--- src/rtl/core/ffra_pkg.sv ---
`timescale 1ns / 1ps
// ----------------------------------------------------------------------------
// ffra_pkg
// Shared types and constants of the first-fit range allocator.
// ----------------------------------------------------------------------------
package ffra_pkg;

  localparam int MEM_BYTES_DEF  = 2048;
  localparam int MAX_RANGES_DEF = 64;
  localparam int FIELD_W        = 11;

  typedef enum logic {
    OP_ALLOC = 1'b0,
    OP_FREE  = 1'b1
  } op_t;

  typedef enum logic [1:0] {
    STS_OK        = 2'd0,
    STS_NO_SPACE  = 2'd1,
    STS_FULL      = 2'd2,
    STS_NOT_FOUND = 2'd3
  } status_t;

  typedef enum logic [1:0] {
    FSM_IDLE  = 2'd0,
    FSM_EVAL  = 2'd1,
    FSM_APPLY = 2'd2
  } fsm_t;

  typedef enum logic [1:0] {
    CM_HOLD = 2'd0,
    CM_EVAL = 2'd1,
    CM_INS  = 2'd2,
    CM_REM  = 2'd3
  } cell_mode_t;

  typedef struct packed {
    cell_mode_t mode;
    op_t        op;
  } cell_cmd_t;

  typedef struct packed {
    logic               op;
    logic [FIELD_W-1:0] req_size;
    logic [FIELD_W-1:0] free_offset;
  } req_t;

  typedef struct packed {
    logic [1:0]         status;
    logic [FIELD_W-1:0] alloc_offset;
  } res_t;

endpackage

--- src/rtl/core/ffra_cell.sv ---
`timescale 1ns / 1ps
// ----------------------------------------------------------------------------
// ffra_cell
// One table entry: holds a range, tests it against a request and shifts
// with its neighbors on insert and remove.
// ----------------------------------------------------------------------------
module ffra_cell #(
  parameter int MEM_BYTES = ffra_pkg::MEM_BYTES_DEF,
  parameter int EW        = 11,
  parameter int IW        = 6,
  parameter int IDX       = 0
) (
  input  logic                         clk,
  input  logic                         rst_n,
  input  ffra_pkg::cell_cmd_t          cmd,
  input  logic [IW-1:0]                pos,
  input  logic                         valid,
  input  logic                         next_valid,
  input  logic [ffra_pkg::FIELD_W-1:0] req_size,
  input  logic [ffra_pkg::FIELD_W-1:0] free_offset,
  input  logic [EW-1:0]                new_start,
  input  logic [EW-1:0]                new_end,
  input  logic [EW-1:0]                prev_start,
  input  logic [EW-1:0]                prev_end,
  input  logic [EW-1:0]                next_start,
  input  logic [EW-1:0]                next_end,
  output logic [EW-1:0]                start_o,
  output logic [EW-1:0]                end_o,
  output logic                         hit_o
);

  localparam int CW = ((EW > ffra_pkg::FIELD_W) ? EW : ffra_pkg::FIELD_W) + 1;

  logic [EW-1:0] start_r, start_nxt;
  logic [EW-1:0] end_r, end_nxt;
  logic          hit_r, hit_nxt;
  logic [CW-1:0] reach;

  assign reach = CW'(end_r) + CW'(req_size);

  always_comb begin
    start_nxt = start_r;
    end_nxt   = end_r;
    hit_nxt   = hit_r;
    case (cmd.mode)
      ffra_pkg::CM_EVAL: begin
        if (cmd.op == ffra_pkg::OP_ALLOC) begin
          hit_nxt = valid && (next_valid ? (CW'(next_start) > reach)
                                         : (reach < CW'(MEM_BYTES)));
        end else begin
          hit_nxt = valid && (CW'(start_r) == CW'(free_offset));
        end
      end
      ffra_pkg::CM_INS: begin
        if (IW'(IDX) == pos) begin
          start_nxt = new_start;
          end_nxt   = new_end;
        end else if (IW'(IDX) > pos) begin
          start_nxt = prev_start;
          end_nxt   = prev_end;
        end
      end
      ffra_pkg::CM_REM: begin
        if (IW'(IDX) >= pos) begin
          start_nxt = next_start;
          end_nxt   = next_end;
        end
      end
      default: begin
      end
    endcase
  end

  always_ff @(posedge clk) begin
    if (!rst_n) begin
      start_r <= '0;
      end_r   <= '0;
      hit_r   <= 1'b0;
    end else begin
      start_r <= start_nxt;
      end_r   <= end_nxt;
      hit_r   <= hit_nxt;
    end
  end

  assign start_o = start_r;
  assign end_o   = end_r;
  assign hit_o   = hit_r;

endmodule

--- config.mk ---
export PLATFORM = sky130hd
export DESIGN_NAME = ffra_cell
export DESIGN_NICKNAME = d
export VERILOG_FILES = /design/src/rtl/core/ffra_pkg.sv /design/src/rtl/core/ffra_cell.sv
export SDC_FILE = /design/constraint.sdc
export NUM_CORES = 1
export LEC_CHECK = 0
export ABC_AREA = 1
export BUFFER_PORTS_ARGS = -buffer_cell sky130_fd_sc_hd__buf_2
export CAP_MARGIN = 20
export CORE_ASPECT_RATIO = 0.6
export CORE_UTILIZATION = 48
export DETAILED_ROUTE_END_ITERATION = 10
export PLACE_DENSITY_LB_ADDON = 0.12
export SLEW_MARGIN = 10
export SYNTH_ARGS = -nofsm -noshare
export SYNTH_HDL_FRONTEND = slang
export SYNTH_SLANG_ARGS = --single-unit
--- constraint.sdc ---
create_clock -name clk -period 3.97 [get_ports clk]
set_input_delay 0.794 -clock clk [delete_from_list [all_inputs] [get_ports clk]]
set_output_delay 0.794 -clock clk [all_outputs]
set_load 0.02 [all_outputs]
==> results of run 1 <==
[area by class of cell]
type	count	area (um2)
Multi-Input combinational cell	264	1510
Fill cell	413	1370
Timing Repair Buffer	125	631
Sequential cell	23	460
Inverter	21	80.1
Tap cell	60	75.1
Clock buffer	3	41.3
Clock inverter	1	5.00
[critical path: cells and delay by family]
kind | cells | cell delay [ns]
and+or+nand+nor | 13 | 0.78
AOI/OAI and AO/OA | 4 | 0.69
adders and majority gates | 2 | 0.67
xor gates and xnor gates | 1 | 0.17
buffers and inverters | 1 | 0.10
[Yosys cell counts (all sizes together)]
cell type  count  area share (%)
o211ai         1            0.36
nand3         26             6.4
a21o           3             1.1
fa             1            0.95
clkinvlp       1            0.24
xor2          10             4.2
nor3           3            0.71
clkbuf         5            0.89
nand2         83              15
nand4          1            0.30
nor4           1            0.30
o31ai          1            0.59
dfxtp         23              22
a211oi         1            0.59
a31oi          2            0.89
o2111ai        1            0.42
nor2          16             3.0
ha            22              13
o21ai         47              11
and3           1            0.30
inv           20             3.6
xnor2          7             2.9
buf            9             2.0
or2            1            0.30
nor3b          1            0.59
a21oi         35             8.7
[worst max path at each step]
stage                            from                  to  slack (ns)  cells past startpoint
final                     req_size[2]  hit_o$_SDFFE_PN0N_        0.99                     21
after global routing      req_size[2]  hit_o$_SDFFE_PN0N_        0.67                     22
after CTS                 req_size[2]  hit_o$_SDFFE_PN0N_        0.99                     21
after detailed placement  req_size[2]  hit_o$_SDFFE_PN0N_        0.71                     22
after global placement    req_size[2]  hit_o$_SDFFE_PN0N_        0.77                     22
after floorplan           req_size[2]  hit_o$_SDFFE_PN0N_        1.01                     19
[flip-flops by register name, summed over array words and instances (netlist names)]
signal,flops
hit_o,1
start_o,11
end_o,11
[stage by stage]
| stage | total power, mW | worst slack, ns | cells | hold WS (ns) | utilization (%) |
|---|---|---|---|---|---|
| global route | 0.586 | 0.670 | 497 | 0.530 | 67.2 |
| detailed placement | 0.402 | 0.712 | 493 | 0.492 | 66.1 |
| finish | 0.553 | 0.987 | 497 | 0.508 | 67.2 |
| global placement | 0.398 | 0.774 | 493 | 0.469 | 66.1 |
| floorplan | 0.328 | 1.01 | 322 | 0.551 | - |
| CTS | 0.554 | 0.993 | 497 | 0.506 | 67.2 |
[metal layers]
metal / vias to the layer above / wire (um) / share of wire [%]
met3: 4 / 386 / 6.2
met2: 79 / 2550 / 41
met1: 1071 / 3270 / 52
met4: 0 / 26 / 0.42
li1: 1321 / - / -
met5: - / 0 / 0
[cells by family after synthesis]
kind of cell,Yosys count,synth area share [%]
simple gates,133,26.8
buf+inv,35,6.64
compound gates,91,23.7
fa+ha+maj,23,14.0
xor+xnor,17,7.06
flops,23,21.8
[report_power, final]
group	switching [mW]	total (mW)	internal, mW
registers	0.00160	0.234	0.232
logic	0.0852	0.163	0.0782
clock network	0.0852	0.156	0.0704
==> flow_metrics.py, run 1 <==
metrics = {
    "setup_path": {
        "rr_endpoint": "hit_o$_SDFFE_PN0N_",
        "cp-end-kind": "flop",
        "reg2reg_slack_ns": 1.27,
        "crit_type": "in -> reg",
        "crit_required_ns": 4.18,
        "critical_path.max_fanout": 5,
        "rr_worst_depth": 20,
        "cp-start-kind": "input port",
        "cp_cell_sequence": "buf_2, ha_1, a21o_1, a31oi_2, o31ai_2, xor2_1, ha_1, nand2_1, nor2_1, nand2_1, nand2_1, nand2_1, nand2_1, nand2_1, nand2_1, nand2_1, nand2_1, nand2_1, nand2_1, nand2_1, a21oi_2",
        "cpMaxStageDelayCell": "ha_1",
        "crit_arrival_ns": 3.20,
        "crit_top_cell": "nand2_1",
        "reg2reg_from": "end_o[2]$_SDFFE_PN0P_",
        "max_stage_delay_ns": 0.36,
    },
    "floorplanning": {
        "fp.dieH_um": 53.4,
        "row_count": 18,
        "pin_count": 124,
        "initial_core_util_pct": 50.6,
        "die-area_um2": 4670,
        "die_x_um": 87.6,
        "coreArea_um2": 4170,
    },
    "cells_and_area": {
        "diodes": 0,
        "nets": 562,
        "drive_above_1_share_pct": 32.5,
        "mostFrequentLayoutCells": "buf_2, nand2_1, a21oi_1, nand3_1, o21ai_0",
        "final_common_cell": "buf_2",
        "syn_to_final_growth_pct": 32.8,
        "final_area_um2": 2800,
    },
    "timing": {
        "max_freq_ghz": 0.335,
        "fin_crit_sh_pct": 75.1,
        "report.final.hold_viol_count": 0,
        "worst_pin_slew_ns": 0.756,
        "rsz0062_at_grt": "no",
        "fin_crit_ns": 2.98,
        "finClkSkew_ns": 0.00128,
        "tns_ns": 0,
        "slew_headroom_pct": 49.5,
        "setup-violations-final": 0,
        "drv_slew": 0,
    },
    "worst_hold_path": {
        "min_path_cells": 2,
        "hold_end": "hit_o$_SDFFE_PN0N_",
        "hold_path.class": "reg -> reg",
        "min_from": "hit_o$_SDFFE_PN0N_",
    },
    "clocking": {
        "holdBufCountCts": 0,
        "clkSlewWorstSetupHoldPaths_ns": 0.09,
        "clock_path_buffers": 2,
        "clk_latency_ns": 0.27,
        "cts_tree": "yes",
        "cts.sinks": 23,
        "h-tree-depth": 1,
        "cts_buffers": 3,
        "post_cts_buffers": 0,
        "cts-root-buf": "clkbuf_8",
        "cts_resized": 0,
    },
    "power_and_ir_drop": {
        "p_leak_nw": 1.56,
        "p_per_area_nw_per_um2": 197,
        "peakVddDrop_mv": 0.129,
    },
    "global_route": {
        "grt_start_max_net_pins": 30,
        "use_met1_pct": 39.0,
        "overflow": 0,
        "grtUsageMet2_pct": 40.5,
        "gr-max-usage-layer": "met2",
        "antenna_found_initial": 0,
        "met3_usage_pct": 5.62,
        "track_usage_pct": 26.6,
        "grt_pass1_vias": 1982,
        "grt_pass1_wl_um": 9340,
    },
    "drt": {
        "initialDrtViolationCount": 145,
        "drcViolationCount": 0,
        "ant_nets": 0,
        "vias": 2475,
        "vias_per_cell": 4.98,
        "wl_um": 6240,
        "wire_per_inst_um": 12.6,
        "dr.pass1.iters": 4,
    },
    "logic_synthesis": {
        "postSynthCellCount": 322,
        "synthesis.nets": 446,
        "synthesis.area_um2": 2110,
        "ys_seq_area_share_pct": 21.8,
        "synth_cell_types": 34,
        "syn-mean-instance-area_um2": 6.55,
        "ys_seq_elements": 23,
        "synth_warnings": 0,
    },
    "placed_design": {
        "postPlaceCellArea_um2": 2760,
        "gp_congestion": 0.893,
        "hpwl_um": 5010,
        "port_buffers": 123,
    },
    "status": {
        "status": "finished, final reports clean",
    },
    "job": {
        "maxCapViolations": 0,
    },
}
(Power assumes the default switching activity.)
==> run 2: changes to the inputs <==
--- a/config.mk
+++ b/config.mk
@@ -5,11 +5,11 @@
 export SDC_FILE = /design/constraint.sdc
 export NUM_CORES = 1
 export LEC_CHECK = 0
-export ABC_AREA = 1
+export ABC_AREA = 0
 export BUFFER_PORTS_ARGS = -buffer_cell sky130_fd_sc_hd__buf_2
 export CAP_MARGIN = 20
 export CORE_ASPECT_RATIO = 0.6
-export CORE_UTILIZATION = 48
+export CORE_UTILIZATION = 42
 export DETAILED_ROUTE_END_ITERATION = 10
 export PLACE_DENSITY_LB_ADDON = 0.12
 export SLEW_MARGIN = 10
==> constraint.sdc (replaced) <==
create_clock -name clk -period 2.8 [get_ports clk]
set_input_delay 0.56 -clock clk [delete_from_list [all_inputs] [get_ports clk]]
set_output_delay 0.56 -clock clk [all_outputs]
set_load 0.02 [all_outputs]
==> run 2 against run 1 <==
Against the previous run: the run now ends with negative setup slack left; critical path depth shrank 7; utilization down 3.7 points; first-iteration DRC count down 66%; setup slack worse by 1.3 ns; cell count is 21% lower; sequential share of layout area grew 1.1 points; global-route usage is 4.6 points lower; clock power rose by 37%; design area is 6.1% lower; register-to-register slack worse by 1.6 ns.
==> flow_metrics.py, run 2 <==
metrics = {
    "setup_path": {
        "crit_arrival_ns": 3.33,
        "critical_path.max_fanout": 2,
        "crit_top_cell": "nand4_1",
        "cp-end-kind": "flop",
        "crit_type": "in -> reg",
        "cp_cell_sequence": "buf_6, ha_4, fa_2, a21oi_2, nor2b_1, or3_1, a41o_1, o41a_1, xnor2_1, ha_1, and4_1, nand4_1, nand4_1, a311oi_2",
        "crit_required_ns": 2.98,
        "cpMaxStageDelayCell": "fa_2",
        "startpoint": "req_size[0]",
        "crit_family": "compound AO/OA/AOI/OAI gates",
        "max_stage_delay_ns": 0.39,
        "cp-start-kind": "input port",
        "reg2reg_from": "end_o[0]$_SDFFE_PN0P_",
        "cp_num_buf_inv": 1,
    },
    "drt": {
        "drcViolationCount": 0,
        "vias_per_cell": 4.95,
        "wire_per_inst_um": 12.9,
        "vias": 1935,
        "initialDrtViolationCount": 49,
        "wl_um": 5030,
        "dr.pass1.iters": 4,
        "ant_nets": 0,
    },
    "floorplanning": {
        "die-area_um2": 4640,
        "die_x_um": 87.3,
        "row_count": 18,
        "fp.dieH_um": 53.2,
        "pin_count": 124,
        "initial_core_util_pct": 44.3,
        "coreArea_um2": 4140,
    },
    "logic_synthesis": {
        "synth_cell_types": 37,
        "ys_seq_area_share_pct": 25.1,
        "netlist_top_cells_count": "nor2_1, a211oi_1, dfxtp_1",
        "synth.area.mux_share_pct": 12.0,
        "ys_seq_elements": 23,
        "synthesis.area_um2": 1830,
        "synthTopCellsByArea": "dfxtp_1, ha_1, mux2i_1, a211oi_1, xor2_1",
        "yosys_most_used_dff": "dfxtp_1",
        "synth_top_family_by_area": "compound AO/OA/AOI/OAI gates",
        "synth_top_cell_by_area": "dfxtp_1",
        "syn-mean-instance-area_um2": 8.61,
        "yosysMostFrequentCell": "nor2_1",
        "synth-async-reset-ratio_pct": 0,
        "postSynthCellCount": 213,
        "yosys.area_share.simple_pct": 14.2,
        "synth_fa_ha_area_share_pct": 16.1,
        "synth-xor-area-share_pct": 9.55,
        "synthesis.nets": 337,
        "synth_compound_area_share_pct": 19.3,
        "synth-edff-count": 0,
        "synth.top_cell.area_share_pct": 25.1,
        "synth_warnings": 0,
    },
    "global_route": {
        "grt_pass1_wl_um": 7680,
        "grt_start_max_net_pins": 45,
        "antenna_found_initial": 0,
        "grt_pass1_vias": 1686,
        "track_usage_pct": 22.0,
        "overflow": 0,
    },
    "power_and_ir_drop": {
        "p_leak_nw": 1.39,
        "peakVddDrop_mv": 0.149,
        "p_per_area_nw_per_um2": 285,
    },
    "timing": {
        "layout_setup_ws_ns": -0.351,
        "drv_slew": 0,
        "report.final.hold_viol_count": 0,
        "max_freq_ghz": 0.317,
        "worst_pin_slew_ns": 0.810,
        "slew_headroom_pct": 46.0,
        "setup-violations-final": 1,
        "rsz0062_at_grt": "yes",
        "finClkSkew_ns": 0.00430,
        "fin_crit_sh_pct": 113,
        "fin_crit_ns": 3.15,
    },
    "placed_design": {
        "dp_slack_ns": -0.671,
        "hpwl_um": 4200,
        "port_buffers": 101,
        "gp_congestion": 1.00,
    },
    "clocking": {
        "holdBufCountCts": 0,
        "cts_buffers": 3,
        "clk_latency_ns": 0.27,
        "post_cts_buffers": 0,
        "cts.sinks": 23,
        "cts_tree": "yes",
        "cts-root-buf": "clkbuf_8",
        "h-tree-depth": 1,
        "clkSlewWorstSetupHoldPaths_ns": 0.09,
        "clock_path_buffers": 2,
    },
    "status": {
        "violations": "negative setup slack",
        "status": "finished with violations",
    },
    "worst_hold_path": {
        "hold_path.class": "reg -> reg",
        "min_from": "end_o[8]$_SDFFE_PN0P_",
    },
    "cells_and_area": {
        "nets": 456,
        "fin_util_pct": 63.5,
        "syn_to_final_growth_pct": 43.5,
        "mostFrequentLayoutCells": "buf_2, nor2_1, a211oi_1, dfxtp_1, buf_4",
        "diodes": 0,
        "drive_above_1_share_pct": 41.4,
        "final_common_cell": "buf_2",
    },
    "job": {
        "maxCapViolations": 0,
    },
}
[run 2: cell count changes after synthesis, moves of 3 or more]
cell	previous run	this run
a21oi_1	33	8
nor2_1	15	34
o21ai_0	24	4
xor2_1	10	17
a211oi_1	0	24
xnor2_1	7	3
inv_2	3	0
inv_1	17	7
nand2_1	82	5
mux2i_1	0	22
nand3_1	25	3
o21ai_1	23	1
[run 2: worst min-delay path: cells and delay by family (launching register included)]
family	cells	cell delay [ns]
AND/OR/NAND/NOR	1	0.10
AO/OA/AOI/OAI	1	0.05
flip-flops	1	0.33
[run 2: cells by family (layout without fill, tap and decap cells)]
group                      count (synthesis)  count (layout)
AOI/OAI and AO/OA                         50              50
xor gates and xnor gates                  20              20
adders and majority gates                 23              23
buffers and inverters                     17             135
DFF                                       23              23
muxes                                     22              22
and+or+nand+nor                           58              58
[run 2: where the power goes]
group          switching, mW  total (mW)  leakage (nW)  internal [mW]
logic                 0.0969       0.204          1.18          0.107
registers            0.00224       0.332         0.185          0.329
clock network          0.115       0.214        0.0255         0.0996
total                  0.214       0.750          1.39          0.536
[run 2: routing by layer]
| metal | global-route usage [%] | vias up | wire length, um |
|---|---|---|---|
| met3 | 4.52 | 4 | 269 |
| li1 | - | 1023 | - |
| met1 | 30.1 | 858 | 2560 |
| met4 | 3.28 | 0 | 23 |
| met5 | 0 | - | 0 |
| met2 | 36.3 | 50 | 2180 |
[run 2: final timing paths]
path | end | slack, ns | depth (start not counted)
worst max-delay path | hit_o$_SDFFE_PN0N_ | -0.35 | 14
worst min-delay path | end_o[8]$_SDFFE_PN0P_ | 0.52 | 2
worst max register to register | hit_o$_SDFFE_PN0N_ | -0.32 | 13
worst min register to register | end_o[8]$_SDFFE_PN0P_ | 0.52 | 2
[run 2: layout make-up]
class                           instances  area [um2]
Fill cell                             406        1510
Sequential cell                        23         460
Inverter                                7        26.3
Clock inverter                          1        5.00
Multi-Input combinational cell        173        1340
Clock buffer                            3        41.3
Tap cell                               60        75.1
Timing Repair Buffer                  124         684
[run 2: what timing repair did]
item,CTS,global route
pin swaps,0,2
gates resized for setup,2,5
endpoints found under the setup margin,1,1
[run 2: through the flow]
step	area [um2]	hold slack, ns	instances	TNS, ns	power (mW)
floorplan	1840	0.585	213	-0.355	0.440
global placement	2550	0.506	387	-0.560	0.537
detailed placement	2550	0.514	387	-0.671	0.539
CTS	2620	0.526	391	-0.356	0.756
global route	2630	0.542	391	-0.468	0.790
finish	2630	0.521	391	-0.351	0.750
